[src/rtl/jsu_pkg.sv]
// ----------------------------------------------------------------------------
// jsu_pkg: shared types for the json string unescaper
// Payload structs, phase and status codes, the command that passes from the
// parser to the byte emitter, and the utf-8 encoding helpers.
// ----------------------------------------------------------------------------
package jsu_pkg;

  localparam int unsigned CMD_DEPTH = 4;
  localparam int unsigned CP_W      = 21;

  localparam logic [7:0] CH_QUOTE  = 8'h22;
  localparam logic [7:0] CH_BSLASH = 8'h5c;
  localparam logic [7:0] CH_SLASH  = 8'h2f;
  localparam logic [7:0] CH_B      = 8'h62;
  localparam logic [7:0] CH_F      = 8'h66;
  localparam logic [7:0] CH_N      = 8'h6e;
  localparam logic [7:0] CH_R      = 8'h72;
  localparam logic [7:0] CH_T      = 8'h74;
  localparam logic [7:0] CH_U      = 8'h75;

  localparam logic [7:0] BS_CODE = 8'h08;
  localparam logic [7:0] FF_CODE = 8'h0c;
  localparam logic [7:0] LF_CODE = 8'h0a;
  localparam logic [7:0] CR_CODE = 8'h0d;
  localparam logic [7:0] HT_CODE = 8'h09;

  localparam logic [5:0] HIGH_SUR_TAG = 6'b110110;
  localparam logic [5:0] LOW_SUR_TAG  = 6'b110111;
  localparam logic [CP_W-1:0] SUPP_BASE = 21'h10000;

  typedef enum logic [3:0] {
    PH_AWAIT    = 4'd0,
    PH_TEXT     = 4'd1,
    PH_ESC      = 4'd2,
    PH_HEX      = 4'd3,
    PH_HELD     = 4'd4,
    PH_HELD_ESC = 4'd5,
    PH_LOW_HEX  = 4'd6,
    PH_DONE     = 4'd7,
    PH_FAILED   = 4'd8
  } phase_e;

  typedef enum logic [1:0] {
    ST_DATA  = 2'd0,
    ST_CLOSE = 2'd1,
    ST_BAD   = 2'd2
  } st_e;

  typedef struct packed {
    logic [7:0] in_byte;
    logic       end_of_buffer;
  } in_t;

  typedef struct packed {
    logic [7:0] out_byte;
    logic [1:0] status;
    logic       last;
  } out_t;

  typedef struct packed {
    logic            a_valid;
    logic [CP_W-1:0] a_cp;
    logic            b_valid;
    logic            b_raw;
    logic [CP_W-1:0] b_val;
    logic            st_valid;
    st_e             st;
  } cmd_t;

  typedef struct packed {
    logic            emit;
    logic            raw;
    logic [CP_W-1:0] val;
    logic            bad;
    logic            close;
    logic            hold;
    logic            clr;
    phase_e          nxt;
  } fr_step_t;

  function automatic logic [2:0] utf8_len(logic [CP_W-1:0] cp);
    logic [2:0] n;
    if (cp <= 21'h7f) begin
      n = 3'd1;
    end else if (cp <= 21'h7ff) begin
      n = 3'd2;
    end else if (cp <= 21'hffff) begin
      n = 3'd3;
    end else begin
      n = 3'd4;
    end
    return n;
  endfunction

  function automatic logic [7:0] utf8_byte(logic [CP_W-1:0] cp, logic [1:0] idx);
    logic [7:0] r;
    r = 8'h00;
    unique case (utf8_len(cp))
      3'd1: r = cp[7:0];
      3'd2: begin
        unique case (idx)
          2'd0:    r = {3'b110, cp[10:6]};
          default: r = {2'b10, cp[5:0]};
        endcase
      end
      3'd3: begin
        unique case (idx)
          2'd0:    r = {4'b1110, cp[15:12]};
          2'd1:    r = {2'b10, cp[11:6]};
          default: r = {2'b10, cp[5:0]};
        endcase
      end
      default: begin
        unique case (idx)
          2'd0: r = {5'b11110, cp[20:18]};
          2'd1: r = {2'b10, cp[17:12]};
          2'd2: r = {2'b10, cp[11:6]};
          2'd3: r = {2'b10, cp[5:0]};
        endcase
      end
    endcase
    return r;
  endfunction

endpackage

[src/rtl/jsu_front.sv]
// ----------------------------------------------------------------------------
// jsu_front: string parser
// Walks the escape and surrogate phases one byte per cycle while full is low
// and turns each byte into a command of up to two code points and a status.
// ----------------------------------------------------------------------------
module jsu_front import jsu_pkg::*; (
  input  logic clk_i,
  input  logic rst_ni,
  input  in_t  in_data_i,
  input  logic in_fire_i,
  output cmd_t cmd_o,
  output logic cmd_valid_o
);

  phase_e      phase_q, phase_d;
  logic [15:0] acc_q, acc_d;
  logic [1:0]  cnt_q, cnt_d;
  logic [15:0] held_q, held_d;

  logic [7:0]  b;
  logic        eob;
  logic        hex_ok;
  logic [3:0]  hex_nib;
  logic [15:0] acc_n;
  fr_step_t    tx_s, es_s, hx_s, sel;
  cmd_t        cmd;

  assign b     = in_data_i.in_byte;
  assign eob   = in_data_i.end_of_buffer;
  assign acc_n = {acc_q[11:0], hex_nib};

  always_comb begin
    hex_ok  = 1'b1;
    hex_nib = 4'h0;
    if (b >= 8'h30 && b <= 8'h39) begin
      hex_nib = 4'(b - 8'h30);
    end else if (b >= 8'h61 && b <= 8'h66) begin
      hex_nib = 4'(b - 8'h57);
    end else if (b >= 8'h41 && b <= 8'h46) begin
      hex_nib = 4'(b - 8'h37);
    end else begin
      hex_ok = 1'b0;
    end
  end

  // plain text byte
  always_comb begin
    tx_s       = '0;
    tx_s.nxt   = PH_TEXT;
    tx_s.val   = {13'd0, b};
    tx_s.raw   = 1'b1;
    if (b == CH_QUOTE) begin
      tx_s.close = 1'b1;
      tx_s.nxt   = PH_DONE;
    end else if (b == CH_BSLASH) begin
      tx_s.nxt = PH_ESC;
    end else begin
      tx_s.emit = 1'b1;
    end
  end

  // escape letter
  always_comb begin
    es_s      = '0;
    es_s.nxt  = PH_TEXT;
    es_s.raw  = 1'b1;
    es_s.emit = 1'b1;
    es_s.val  = {13'd0, b};
    unique case (b)
      CH_QUOTE, CH_BSLASH, CH_SLASH: ;
      CH_B: es_s.val = {13'd0, BS_CODE};
      CH_F: es_s.val = {13'd0, FF_CODE};
      CH_N: es_s.val = {13'd0, LF_CODE};
      CH_R: es_s.val = {13'd0, CR_CODE};
      CH_T: es_s.val = {13'd0, HT_CODE};
      CH_U: begin
        es_s.emit = 1'b0;
        es_s.clr  = 1'b1;
        es_s.nxt  = PH_HEX;
      end
      default: begin
        es_s.emit = 1'b0;
        es_s.bad  = 1'b1;
        es_s.nxt  = PH_FAILED;
      end
    endcase
  end

  // hex digit that extends, completes or breaks a code unit
  always_comb begin
    hx_s     = '0;
    hx_s.nxt = PH_HEX;
    hx_s.val = {5'd0, acc_n};
    if (!hex_ok) begin
      hx_s.bad = 1'b1;
      hx_s.nxt = PH_FAILED;
    end else if (cnt_q == 2'd3) begin
      if (acc_n[15:10] == HIGH_SUR_TAG) begin
        hx_s.hold = 1'b1;
        hx_s.nxt  = PH_HELD;
      end else begin
        hx_s.emit = 1'b1;
        hx_s.nxt  = PH_TEXT;
      end
    end
  end

  always_comb begin
    sel      = '0;
    sel.nxt  = phase_q;
    cmd      = '0;
    cmd.st   = ST_DATA;
    acc_d    = acc_q;
    cnt_d    = cnt_q;
    held_d   = held_q;
    phase_d  = phase_q;

    unique case (phase_q)
      PH_AWAIT: begin
        if (b == CH_QUOTE) begin
          sel.nxt = PH_TEXT;
        end else begin
          sel.bad = 1'b1;
          sel.nxt = PH_FAILED;
        end
      end
      PH_TEXT: sel = tx_s;
      PH_ESC:  sel = es_s;
      PH_HEX: begin
        acc_d = acc_n;
        cnt_d = cnt_q + 2'd1;
        sel   = hx_s;
      end
      PH_HELD: begin
        if (b == CH_BSLASH) begin
          sel.nxt = PH_HELD_ESC;
        end else begin
          cmd.a_valid = 1'b1;
          cmd.a_cp    = {5'd0, held_q};
          held_d      = '0;
          sel         = tx_s;
        end
      end
      PH_HELD_ESC: begin
        if (b == CH_U) begin
          sel.clr = 1'b1;
          sel.nxt = PH_LOW_HEX;
        end else begin
          cmd.a_valid = 1'b1;
          cmd.a_cp    = {5'd0, held_q};
          held_d      = '0;
          sel         = es_s;
        end
      end
      PH_LOW_HEX: begin
        acc_d = acc_n;
        cnt_d = cnt_q + 2'd1;
        if (!hex_ok || cnt_q == 2'd3) begin
          cmd.a_valid = 1'b1;
          held_d      = '0;
          if (hex_ok && acc_n[15:10] == LOW_SUR_TAG) begin
            cmd.a_cp = SUPP_BASE + {1'b0, held_q[9:0], acc_n[9:0]};
            sel.nxt  = PH_TEXT;
          end else begin
            cmd.a_cp = {5'd0, held_q};
            sel      = hx_s;
          end
        end
      end
      default: ;
    endcase

    cmd.b_valid = sel.emit;
    cmd.b_raw   = sel.raw;
    cmd.b_val   = sel.val;
    phase_d     = sel.nxt;
    if (sel.clr) begin
      acc_d = '0;
      cnt_d = '0;
    end
    if (sel.hold) begin
      held_d = acc_n;
    end
    if (sel.close) begin
      cmd.st_valid = 1'b1;
      cmd.st       = ST_CLOSE;
    end
    if (sel.bad) begin
      cmd.st_valid = 1'b1;
      cmd.st       = ST_BAD;
      held_d       = '0;
    end

    if (eob) begin
      if (phase_d < PH_DONE) begin
        cmd.st_valid = 1'b1;
        cmd.st       = ST_BAD;
      end
      phase_d = PH_AWAIT;
      acc_d   = '0;
      cnt_d   = '0;
      held_d  = '0;
    end
  end

  assign cmd_o       = cmd;
  assign cmd_valid_o = in_fire_i && (cmd.a_valid || cmd.b_valid || cmd.st_valid);

  always_ff @(posedge clk_i or negedge rst_ni) begin
    if (!rst_ni) begin
      phase_q <= PH_AWAIT;
      acc_q   <= '0;
      cnt_q   <= '0;
      held_q  <= '0;
    end else if (in_fire_i) begin
      phase_q <= phase_d;
      acc_q   <= acc_d;
      cnt_q   <= cnt_d;
      held_q  <= held_d;
    end
  end

endmodule

[src/rtl/jsu_cmd_fifo.sv]
// ----------------------------------------------------------------------------
// jsu_cmd_fifo: command queue
// Small first-in first-out buffer between the parser and the byte emitter.
// ----------------------------------------------------------------------------
module jsu_cmd_fifo import jsu_pkg::*; #(
  parameter int unsigned Depth = CMD_DEPTH
) (
  input  logic clk_i,
  input  logic rst_ni,
  input  logic wr_en_i,
  input  cmd_t wr_data_i,
  output logic full_o,
  input  logic rd_en_i,
  output cmd_t rd_data_o,
  output logic rd_valid_o
);

  localparam int unsigned PtrW = (Depth > 1) ? $clog2(Depth) : 1;
  localparam int unsigned CntW = $clog2(Depth + 1);
  localparam logic [PtrW-1:0] LastPtr = PtrW'(Depth - 1);
  localparam logic [CntW-1:0] FullCnt = CntW'(Depth);

  cmd_t            mem_q [Depth];
  logic [PtrW-1:0] wr_ptr_q, rd_ptr_q;
  logic [CntW-1:0] cnt_q;
  logic            do_wr, do_rd;

  assign do_wr      = wr_en_i && !full_o;
  assign do_rd      = rd_en_i && rd_valid_o;
  assign full_o     = cnt_q == FullCnt;
  assign rd_valid_o = cnt_q != '0;
  assign rd_data_o  = mem_q[rd_ptr_q];

  always_ff @(posedge clk_i) begin
    if (do_wr) begin
      mem_q[wr_ptr_q] <= wr_data_i;
    end
  end

  always_ff @(posedge clk_i or negedge rst_ni) begin
    if (!rst_ni) begin
      wr_ptr_q <= '0;
      rd_ptr_q <= '0;
      cnt_q    <= '0;
    end else begin
      if (do_wr) begin
        wr_ptr_q <= (wr_ptr_q == LastPtr) ? '0 : wr_ptr_q + 1'b1;
      end
      if (do_rd) begin
        rd_ptr_q <= (rd_ptr_q == LastPtr) ? '0 : rd_ptr_q + 1'b1;
      end
      if (do_wr && !do_rd) begin
        cnt_q <= cnt_q + 1'b1;
      end else if (do_rd && !do_wr) begin
        cnt_q <= cnt_q - 1'b1;
      end
    end
  end

endmodule

[src/rtl/jsu_back.sv]
// ----------------------------------------------------------------------------
// jsu_back: byte emitter
// Expands one command into its utf-8 bytes and status result, one result per
// cycle unless the result port stalls, into the output register.
// ----------------------------------------------------------------------------
module jsu_back import jsu_pkg::*; (
  input  logic clk_i,
  input  logic rst_ni,
  input  cmd_t cmd_i,
  input  logic cmd_valid_i,
  output logic cmd_pop_o,
  output out_t out_o,
  output logic empty,
  input  logic pop
);

  cmd_t       cur_q;
  logic       cur_valid_q;
  logic [3:0] k_q;
  out_t       out_q;
  logic       out_valid_q;

  logic [3:0] na, nb, nab, total;
  logic [1:0] kb;
  logic       emit_ok, fire, is_last, load;
  out_t       res;

  assign na    = cur_q.a_valid ? {1'b0, utf8_len(cur_q.a_cp)} : 4'd0;
  assign nb    = !cur_q.b_valid ? 4'd0 :
                 cur_q.b_raw ? 4'd1 : {1'b0, utf8_len(cur_q.b_val)};
  assign nab   = na + nb;
  assign total = nab + {3'd0, cur_q.st_valid};
  assign kb    = k_q[1:0] - na[1:0];

  assign emit_ok = !out_valid_q || pop;
  assign fire    = cur_valid_q && emit_ok;
  assign is_last = k_q == total - 4'd1;
  assign load    = !cur_valid_q || (fire && is_last);
  assign cmd_pop_o = load && cmd_valid_i;

  always_comb begin
    res      = '0;
    res.last = is_last;
    if (k_q < na) begin
      res.out_byte = utf8_byte(cur_q.a_cp, k_q[1:0]);
      res.status   = ST_DATA;
    end else if (k_q < nab) begin
      res.out_byte = cur_q.b_raw ? cur_q.b_val[7:0] : utf8_byte(cur_q.b_val, kb);
      res.status   = ST_DATA;
    end else begin
      res.out_byte = 8'h00;
      res.status   = cur_q.st;
    end
  end

  always_ff @(posedge clk_i) begin
    if (load) begin
      cur_q <= cmd_i;
    end
    if (fire) begin
      out_q <= res;
    end
  end

  always_ff @(posedge clk_i or negedge rst_ni) begin
    if (!rst_ni) begin
      cur_valid_q <= 1'b0;
      k_q         <= '0;
      out_valid_q <= 1'b0;
    end else begin
      if (load) begin
        cur_valid_q <= cmd_valid_i;
        k_q         <= '0;
      end else if (fire) begin
        k_q <= k_q + 4'd1;
      end
      if (fire) begin
        out_valid_q <= 1'b1;
      end else if (pop) begin
        out_valid_q <= 1'b0;
      end
    end
  end

  assign out_o = out_q;
  assign empty = !out_valid_q;

endmodule

[src/rtl/json_string_unescape_utf8_top.sv]
// ----------------------------------------------------------------------------
// json_string_unescape_utf8_top: json string unescaper with utf-8 output
// Takes one byte of a quoted json string per transfer and gives the decoded
// utf-8 bytes and a closing or error status.
//
// Input side: a transfer happens when push is high and full is low. Each byte
// carries an end_of_buffer flag; after that byte the block waits for a new
// opening quote.
// Result side: while empty is low the oldest result sits on out_data_o; a
// transfer happens when pop is high and empty is low. The last result caused
// by one input byte has last set. A byte may cause no result or up to seven.
// The first result of a byte passes the command queue, the emitter's command
// register and the output register. The parser takes one byte per cycle while
// full is low; the emitter gives one result per cycle unless the result port
// stalls; the queue absorbs the bursts of results that one byte can cause.
// Reset clears the parser phase, the queue and the output valid flag.
// When the receiver stalls, the result holds; the queue then fills and full
// rises until results drain.
// ----------------------------------------------------------------------------
module json_string_unescape_utf8_top import jsu_pkg::*; #(
  parameter int unsigned CmdDepth = CMD_DEPTH
) (
  input  logic clk_i,
  input  logic rst_ni,
  input  in_t  in_data_i,
  input  logic push,
  output logic full,
  output out_t out_data_o,
  output logic empty,
  input  logic pop
);

  cmd_t front_cmd, fifo_cmd;
  logic front_cmd_valid, fifo_valid, back_pop, in_fire;

  assign in_fire = push && !full;

  jsu_front u_front (
    .clk_i       (clk_i),
    .rst_ni      (rst_ni),
    .in_data_i   (in_data_i),
    .in_fire_i   (in_fire),
    .cmd_o       (front_cmd),
    .cmd_valid_o (front_cmd_valid)
  );

  jsu_cmd_fifo #(
    .Depth (CmdDepth)
  ) u_fifo (
    .clk_i      (clk_i),
    .rst_ni     (rst_ni),
    .wr_en_i    (front_cmd_valid),
    .wr_data_i  (front_cmd),
    .full_o     (full),
    .rd_en_i    (back_pop),
    .rd_data_o  (fifo_cmd),
    .rd_valid_o (fifo_valid)
  );

  jsu_back u_back (
    .clk_i       (clk_i),
    .rst_ni      (rst_ni),
    .cmd_i       (fifo_cmd),
    .cmd_valid_i (fifo_valid),
    .cmd_pop_o   (back_pop),
    .out_o       (out_data_o),
    .empty       (empty),
    .pop         (pop)
  );

endmodule

[config.mk]
export PLATFORM = sky130hd
export DESIGN_NAME = json_string_unescape_utf8_top
export DESIGN_NICKNAME = d
export VERILOG_FILES = /design/src/rtl/jsu_pkg.sv /design/src/rtl/jsu_front.sv /design/src/rtl/jsu_cmd_fifo.sv /design/src/rtl/jsu_back.sv /design/src/rtl/json_string_unescape_utf8_top.sv
export SDC_FILE = /design/constraint.sdc
export NUM_CORES = 1
export LEC_CHECK = 0
export ABC_AREA = 1
export BUFFER_PORTS_ARGS = -buffer_cell sky130_fd_sc_hd__buf_2
export CAP_MARGIN = 10
export CORE_MARGIN = 1
export CORE_UTILIZATION = 30
export DETAILED_ROUTE_END_ITERATION = 10
export PLACE_DENSITY = 0.47
export SETUP_SLACK_MARGIN = 0.4
export SLEW_MARGIN = 15
export SYNTH_ARGS = -nofsm -noshare
export SYNTH_HDL_FRONTEND = slang
export SYNTH_SLANG_ARGS = --single-unit
[constraint.sdc]
create_clock -name clk_i -period 6.2 [get_ports clk_i]
set_clock_uncertainty 0.15 [all_clocks]
set_input_delay 0.93 -clock clk_i [delete_from_list [all_inputs] [get_ports clk_i]]
set_output_delay 0.93 -clock clk_i [all_outputs]
set_load 0.01 [all_outputs]
==> out/results.ini, run 1 <==
[timing]
slew_violations=0
min_period_over_period_pct=76.3
layout_min_cycle_time_ps=4730
setup_viol=0
fmax_ghz=0.211
hold_viol=0
worst_slew_pin_slew_ps=996
rsz0062_at_grt=false
relSlewSlack_pct=33.4
fin_setup_tns_ps=0

[synth]
synth_edf_count=226
syn_avg_cell_area_um2=10.5
async_flop_share_pct=17.2
synth_compound_area_share_pct=12.2
synth_cell_types=47
synthSimpleGateAreaFrac_pct=15.1
synth_ff_type=edfxtp_1
synth-seq-cells=273
yosys_warnings=0
synth_fa_ha_area_share_pct=3.14
syn-cell-area_um2=12700
synth_cells=1208
synth_xor_area_share_pct=0.959
synthMuxAreaShare_pct=0.0791
synth_top_family_by_area=simple AND/OR/NAND/NOR gates
synth.yosys.seq_area_share_pct=62.9
syn_nets=1251

[power_and_ir_drop]
finalPower_mw=7.26
clock_power_share_pct=24.5
p_comb_share_pct=35.5
p_sw_mw=2.79
intPower_mw=4.47
switching_share_pct=38.5
vdd.ir_drop.worst_uv=209
seq_power_share_pct=40.0
powerDensity_nw_per_um2=504
leakage_nw=5.48

[detailed_routing]
drtPass1Iterations=5
ant_nets=0
drt_wl_total_mm=32.1
wl_per_cell_um=17.8
drc=0
viasPerCell=4.87
vias=8753
drt-initial-drc-count=666

[clock_network]
clockRootBuffer=clkbuf_16
postCtsSetupRepairBufs=0
cts.clk_slew.worst_paths_ps=60
clock_tree.buffer_depth=3
numCtsBuffers=30
cts_resized=0
cts_max_level=1
cts.sinks=273
cts_tree=done
ctsHoldBuffers=0
insertion_delay_ps=560

[global_routing]
antenna_found_initial=2
grtUsageMet1_pct=21.6
track_usage_pct=15.0
gr-usage-met3_pct=2.33
grt_busiest_layer=met2
grt_pass1_wl_mm=50.6
grt_pass1_vias=8647
grt_use_met2_pct=23.9
grt-ovfl-total=0
grt_start_max_net_pins=83

[die]
io_pins=26
die_x_um=207
num_rows=74
start_util_pct=30.7
die_area_um2=43000
core_area_um2=41200
die_h_um=207

[worst_setup_path]
startpoint_type=register
reg2reg_from=u_back.cur_q[44]
endpoint=u_fifo.cnt_q[2]
cp.required_ps=6480
endpoint_kind=register
cp_slowest_cell=fa_1
crit_start=u_back.cur_q[44]
regToRegEndpoint=u_fifo.cnt_q[2]
r2r_cells=22
cp_cell_sequence=nor2_1 -> nand2_1 -> or2_1 -> nor2_2 -> nand2_1 -> a21oi_1 -> ha_1 -> inv_1 -> fa_1 -> ha_1 -> xnor2_1 -> xor2_1 -> nor3_1 -> nand3b_1 -> nand2_1 -> nand3_1 -> ha_1 -> inv_1 -> fa_1 -> a21oi_1 -> o21ai_0 -> xor2_1
cp_max_fo=8
crit_arrival_ps=5020
critPathMaxStageDelay_ps=500
path_class=register to register
reg2reg_slack_ps=1470

[layout]
final_layout_size_suffix_gt1_share_pct=11.0
nets=1284
diodes=0
n_fill_cell=4067
synthToLayoutAreaGrowth_pct=13.9

[placement]
port_buffers=25
routabilityCongestion=0.908
dp.final_hpwl_mm=21.6

[worst_hold_path]
min_path_type=register to register
hold_start=u_front.held_q[11]
whs_path_depth=2

[run_status]
status=finished, final reports clean

[job]
drv_cap=0

## per-stage QoR
step,cell area (um2),std cells,hold WS (ps),worst slack (ps),utilization (%)
6_report,14400,1797,320,1470,35.0
4_1_cts,14400,1797,324,1450,35.0
3_5_place_dp,13400,1741,308,1450,32.6
3_3_place_gp,13400,1741,303,1520,32.6
2_1_floorplan,12700,1208,292,665,-
5_1_grt,14400,1797,344,1030,35.0
## placed cells by master (no fill, tap or decap), drive strengths merged
| master | netlist | layout |
|---|---|---|
| a211oi | 5 | 5 |
| a21boi | 1 | 1 |
| a21oi | 27 | 27 |
| a31oi | 2 | 2 |
| buf | 10 | 40 |
| bufinv | 0 | 3 |
| clkbuf | 29 | 38 |
| clkinv | 1 | 13 |
| clkinvlp | 0 | 2 |
| conb | 1 | 1 |
| dfrtp | 47 | 47 |
| edfxtp | 226 | 226 |
| fa | 3 | 3 |
| ha | 27 | 27 |
| inv | 141 | 142 |
| mux2i | 1 | 1 |
| nand2 | 187 | 187 |
| nand3 | 51 | 51 |
| nand3b | 2 | 2 |
| nand4 | 10 | 10 |
| nor2 | 180 | 180 |
| nor3 | 8 | 8 |
| nor4 | 1 | 1 |
| o2111ai | 5 | 5 |
| o211ai | 4 | 4 |
| o21ai | 141 | 141 |
| o21bai | 2 | 2 |
| o221ai | 4 | 4 |
| o22ai | 71 | 71 |
| o311ai | 1 | 1 |
| o31ai | 4 | 4 |
| or2 | 3 | 3 |
| xnor2 | 5 | 5 |
| xor2 | 8 | 8 |
## metal layers
metal / up-vias / wire length, um
met2: 181 / 14400
met4: 0 / 588
li1: 4267 / -
met1: 4268 / 15700
met3: 37 / 1330
met5: - / 0
## power by group through the flow
stage	registers, mW	logic (mW)	clock network (mW)
after floorplan	2.92	1.68	0
after global placement	2.93	2.62	0
after detailed placement	2.94	2.60	0
after CTS	2.90	2.61	1.83
after global routing	2.95	2.91	1.90
final	2.90	2.58	1.78
## state kept, by name, indices dropped and copies added (netlist names)
register,cells
u_fifo.cnt_q,3
u_fifo.wr_ptr_q,2
u_fifo.rd_ptr_q,2
u_back.out_valid_q,1
u_back.cur_valid_q,1
u_front.acc_q,12
u_fifo.mem_q,172
u_back.out_o,11
u_back.cur_q,43
u_front.held_q,16
u_front.cnt_q,2
u_back.k_q,4
u_front.phase_q,4
## layout make-up
cell class	instances	area (um2)	share of cell area, %
Clock buffer	38	802	5.57
Clock inverter	18	179	1.24
Inverter	142	536	3.72
Multi-Input combinational cell	754	4020	27.9
Sequential cell	273	7960	55.3
Tap cell	532	666	4.62
Timing Repair Buffer	40	238	1.65
## cells in the mapped netlist (8+ instances only)
| library cell | n | share of area [%] |
|---|---|---|
| o21ai_0 | 131 | 5.2 |
| nor2_1 | 169 | 5.0 |
| ha_1 | 27 | 2.7 |
| nand4_1 | 10 | 0.49 |
| edfxtp_1 | 226 | 54 |
| nor2_2 | 8 | 0.40 |
| dfrtp_1 | 47 | 9.3 |
| nand2_2 | 8 | 0.40 |
| o22ai_1 | 71 | 3.5 |
| nand2_1 | 173 | 5.1 |
| nand3_1 | 48 | 1.9 |
| inv_1 | 134 | 4.0 |
| clkbuf_1 | 29 | 0.86 |
| a21oi_1 | 26 | 1.0 |
| nor3_1 | 8 | 0.32 |
## critical path, delay by kind of cell (launching register included)
kind / cells / cell delay, ps
adder cells (fa/ha/maj): 5 / 1460
AO/OA/AOI/OAI: 3 / 470
flip-flops: 1 / 390
buffers and inverters: 2 / 120
AND/OR/NAND/NOR: 9 / 1550
XOR/XNOR: 3 / 470
## how the worst min path moves through the flow
stage	end	slack (ps)
finish	u_front.held_q[11]	320
global route	u_front.held_q[11]	340
CTS	u_front.held_q[14]	320
detailed placement	u_front.held_q[14]	310
global placement	u_front.held_q[12]	300
floorplan	u_front.held_q[2]	290
## logic make-up (layout without fill, tap and decap cells)
group,after synthesis,after routing
other,1,1
AOI/OAI and AO/OA,267,267
adders and majority gates,30,30
and+or+nand+nor,442,442
DFF,273,273
muxes,1,1
xor gates and xnor gates,13,13
buffers and inverters,181,238
(Power assumes the default switching activity.)
==> run 2, diff against run 1 <==
Settings changed: PLACE_DENSITY 0.47 to 0.49.
Clock period 6.2 ns to 4.1 ns, I/O delays scaled along.
==> out/results.ini, run 2 (synthesized netlist as in run 1, its figures left out) <==
[clock_network]
numCtsBuffers=29
cts_max_level=1
clockRootBuffer=clkbuf_16
insertion_delay_ps=570
clock_tree.buffer_depth=3
cts.sinks=273
cts.clk_slew.worst_paths_ps=60
cts_tree=done

[timing]
slew_violations=0
hold_viol=0
fin_setup_tns_ps=0
rsz0062_at_grt=true
min_period_over_period_pct=95.6
worst_slew_pin_slew_ps=983
fmax_ghz=0.255
setup_viol=0
relSlewSlack_pct=34.2
hold_slack_ps=224
layout_min_cycle_time_ps=3920

[power_and_ir_drop]
leakage_nw=5.66
powerDensity_nw_per_um2=779
p_comb_share_pct=39.3
intPower_mw=7.20
p_sw_mw=4.41
clock_power_share_pct=22.7
seq_power_share_pct=37.9
vdd.ir_drop.worst_uv=322
switching_share_pct=38.0

[placement]
dp.final_hpwl_mm=21.5
port_buffers=25
routabilityCongestion=0.889

[job]
drv_cap=0

[layout]
final_cell_mix=226 x edfxtp_1, 168 x nand2_1, 161 x nor2_1
nets=1315
utilization_pct=36.2
largest_reg_flops=172
synthToLayoutAreaGrowth_pct=17.7
final_layout_size_suffix_gt1_share_pct=15.1
largestRegisters=u_fifo.mem_q (172), u_back.cur_q (43), u_front.held_q (16)
final_common_cell=edfxtp_1
regMostFlops=u_fifo.mem_q

[worst_setup_path]
endpoint_kind=register
cp_slowest_cell=fa_1
path_class=register to register
cp.required_ps=4230
critPathMaxStageDelay_ps=460
cp_cell_sequence=nor2_1 -> nand2_1 -> or2_4 -> nor2_4 -> inv_2 -> a21oi_4 -> ha_2 -> inv_2 -> fa_1 -> ha_2 -> xnor2_2 -> xor2_1 -> nor3_1 -> nand3b_1 -> buf_4 -> buf_6 -> o21ai_4 -> buf_6 -> clkbuf_16
crit_arrival_ps=4050
crit_family=adder cells
startpoint_type=register
cp_max_fo=6
crit_buf_inv=6

[detailed_routing]
viasPerCell=4.85
drt_wl_total_mm=32.8
drt-initial-drc-count=620
vias=8858
drtPass1Iterations=7
wl_per_cell_um=18.0
drc=0
ant_nets=0

[worst_hold_path]
min_path_type=input port to register

[global_routing]
grt-ovfl-total=0
track_usage_pct=15.3
grt_pass1_wl_mm=51.5
antenna_found_initial=1
grt_pass1_vias=8809
grt_start_max_net_pins=60

[die]
die_h_um=207
io_pins=26
die_x_um=207
num_rows=74
die_area_um2=43000
core_area_um2=41200
start_util_pct=30.7

[run_status]
status=finished, final reports clean

-- run 2: cell count changes in the layout (fill, tap and decap cells not counted), moves of 5 or more --
cell and delta:
nand2_2 +5, inv_2 +5, nand2_1 -5, buf_6 +5, clkbuf_1 +5, buf_12 +6, buf_4 +16, inv_1 -5
-- run 2: path summary, 6_finish.rpt --
kind	slack (ps)	start	endpoint	cells after the start
worst max-delay path	180	u_back.cur_q[46]	u_back.cur_q[31]	19
worst max register to register	180	u_back.cur_q[46]	u_back.cur_q[31]	19
worst min-delay path	220	pop	u_back.out_valid_q	4
min in group asynchronous	470	rst_ni	u_back.k_q[3]	2
worst min register to register	320	u_front.held_q[2]	u_front.held_q[2]	2
max in group asynchronous	2480	rst_ni	u_front.held_q[5]	3
-- run 2: worst reg2reg max path, stage by stage (launching register included) --
cell	delay (ps)
edfxtp_1	390
nor2_1	120
nand2_1	50
or2_4	270
nor2_4	110
inv_2	60
a21oi_4	150
ha_2	190
inv_2	40
fa_1	460
ha_2	210
xnor2_2	130
xor2_1	170
nor3_1	150
nand3b_1	140
buf_4	160
buf_6	110
o21ai_4	240
buf_6	180
clkbuf_16	150
-- run 2: final cells by class --
cell class,instances,area [um2]
Fill cell,4083,26300
Sequential cell,273,7960
Multi-Input combinational cell,754,4140
Clock buffer,44,812
Tap cell,532,666
Timing Repair Buffer,72,639
Inverter,142,537
Clock inverter,10,135
Antenna cell,1,2.50
-- run 2: per-layer routing --
layer,part of all wire (%),GRT usage [%],vias up
met3,3.9,2.28,47
met4,2.1,3.71,0
met5,0,0,-
li1,-,-,4326
met1,48,21.8,4322
met2,46,24.5,163
-- run 2: timing repair --
action | in CTS | in global routing
resized for setup | 14 | 22
hold buffers | 1 | 0
setup endpoints to repair | 47 | 63
endpoints found under the hold margin | 22 | 0
buffers inserted | 11 | 2
pin swaps | 11 | 13
gates cloned | 2 | 2
-- run 2: per-stage QoR --
| stage | total power [mW] | setup slack [ps] | std cells | cell area [um2] |
|---|---|---|---|---|
| final | 11.6 | 180 | 1828 | 14900 |
| after global routing | 12.4 | 0.0369 | 1827 | 14900 |
| after CTS | 11.5 | 130 | 1823 | 14800 |
| after detailed placement | 8.55 | 25.1 | 1755 | 13600 |
| after global placement | 8.53 | 102 | 1755 | 13600 |
| after floorplan | 7.00 | -64.7 | 1208 | 12700 |
-- run 2: power by group through the flow --
stage          Clock, mW  Combinational [mW]  Sequential, mW
2_1_floorplan          0                2.59            4.41
3_3_place_gp           0                4.08            4.45
3_5_place_dp           0                4.08            4.46
4_1_cts             2.70                4.39            4.41
5_1_grt             2.79                5.08            4.48
6_report            2.64                4.56            4.41
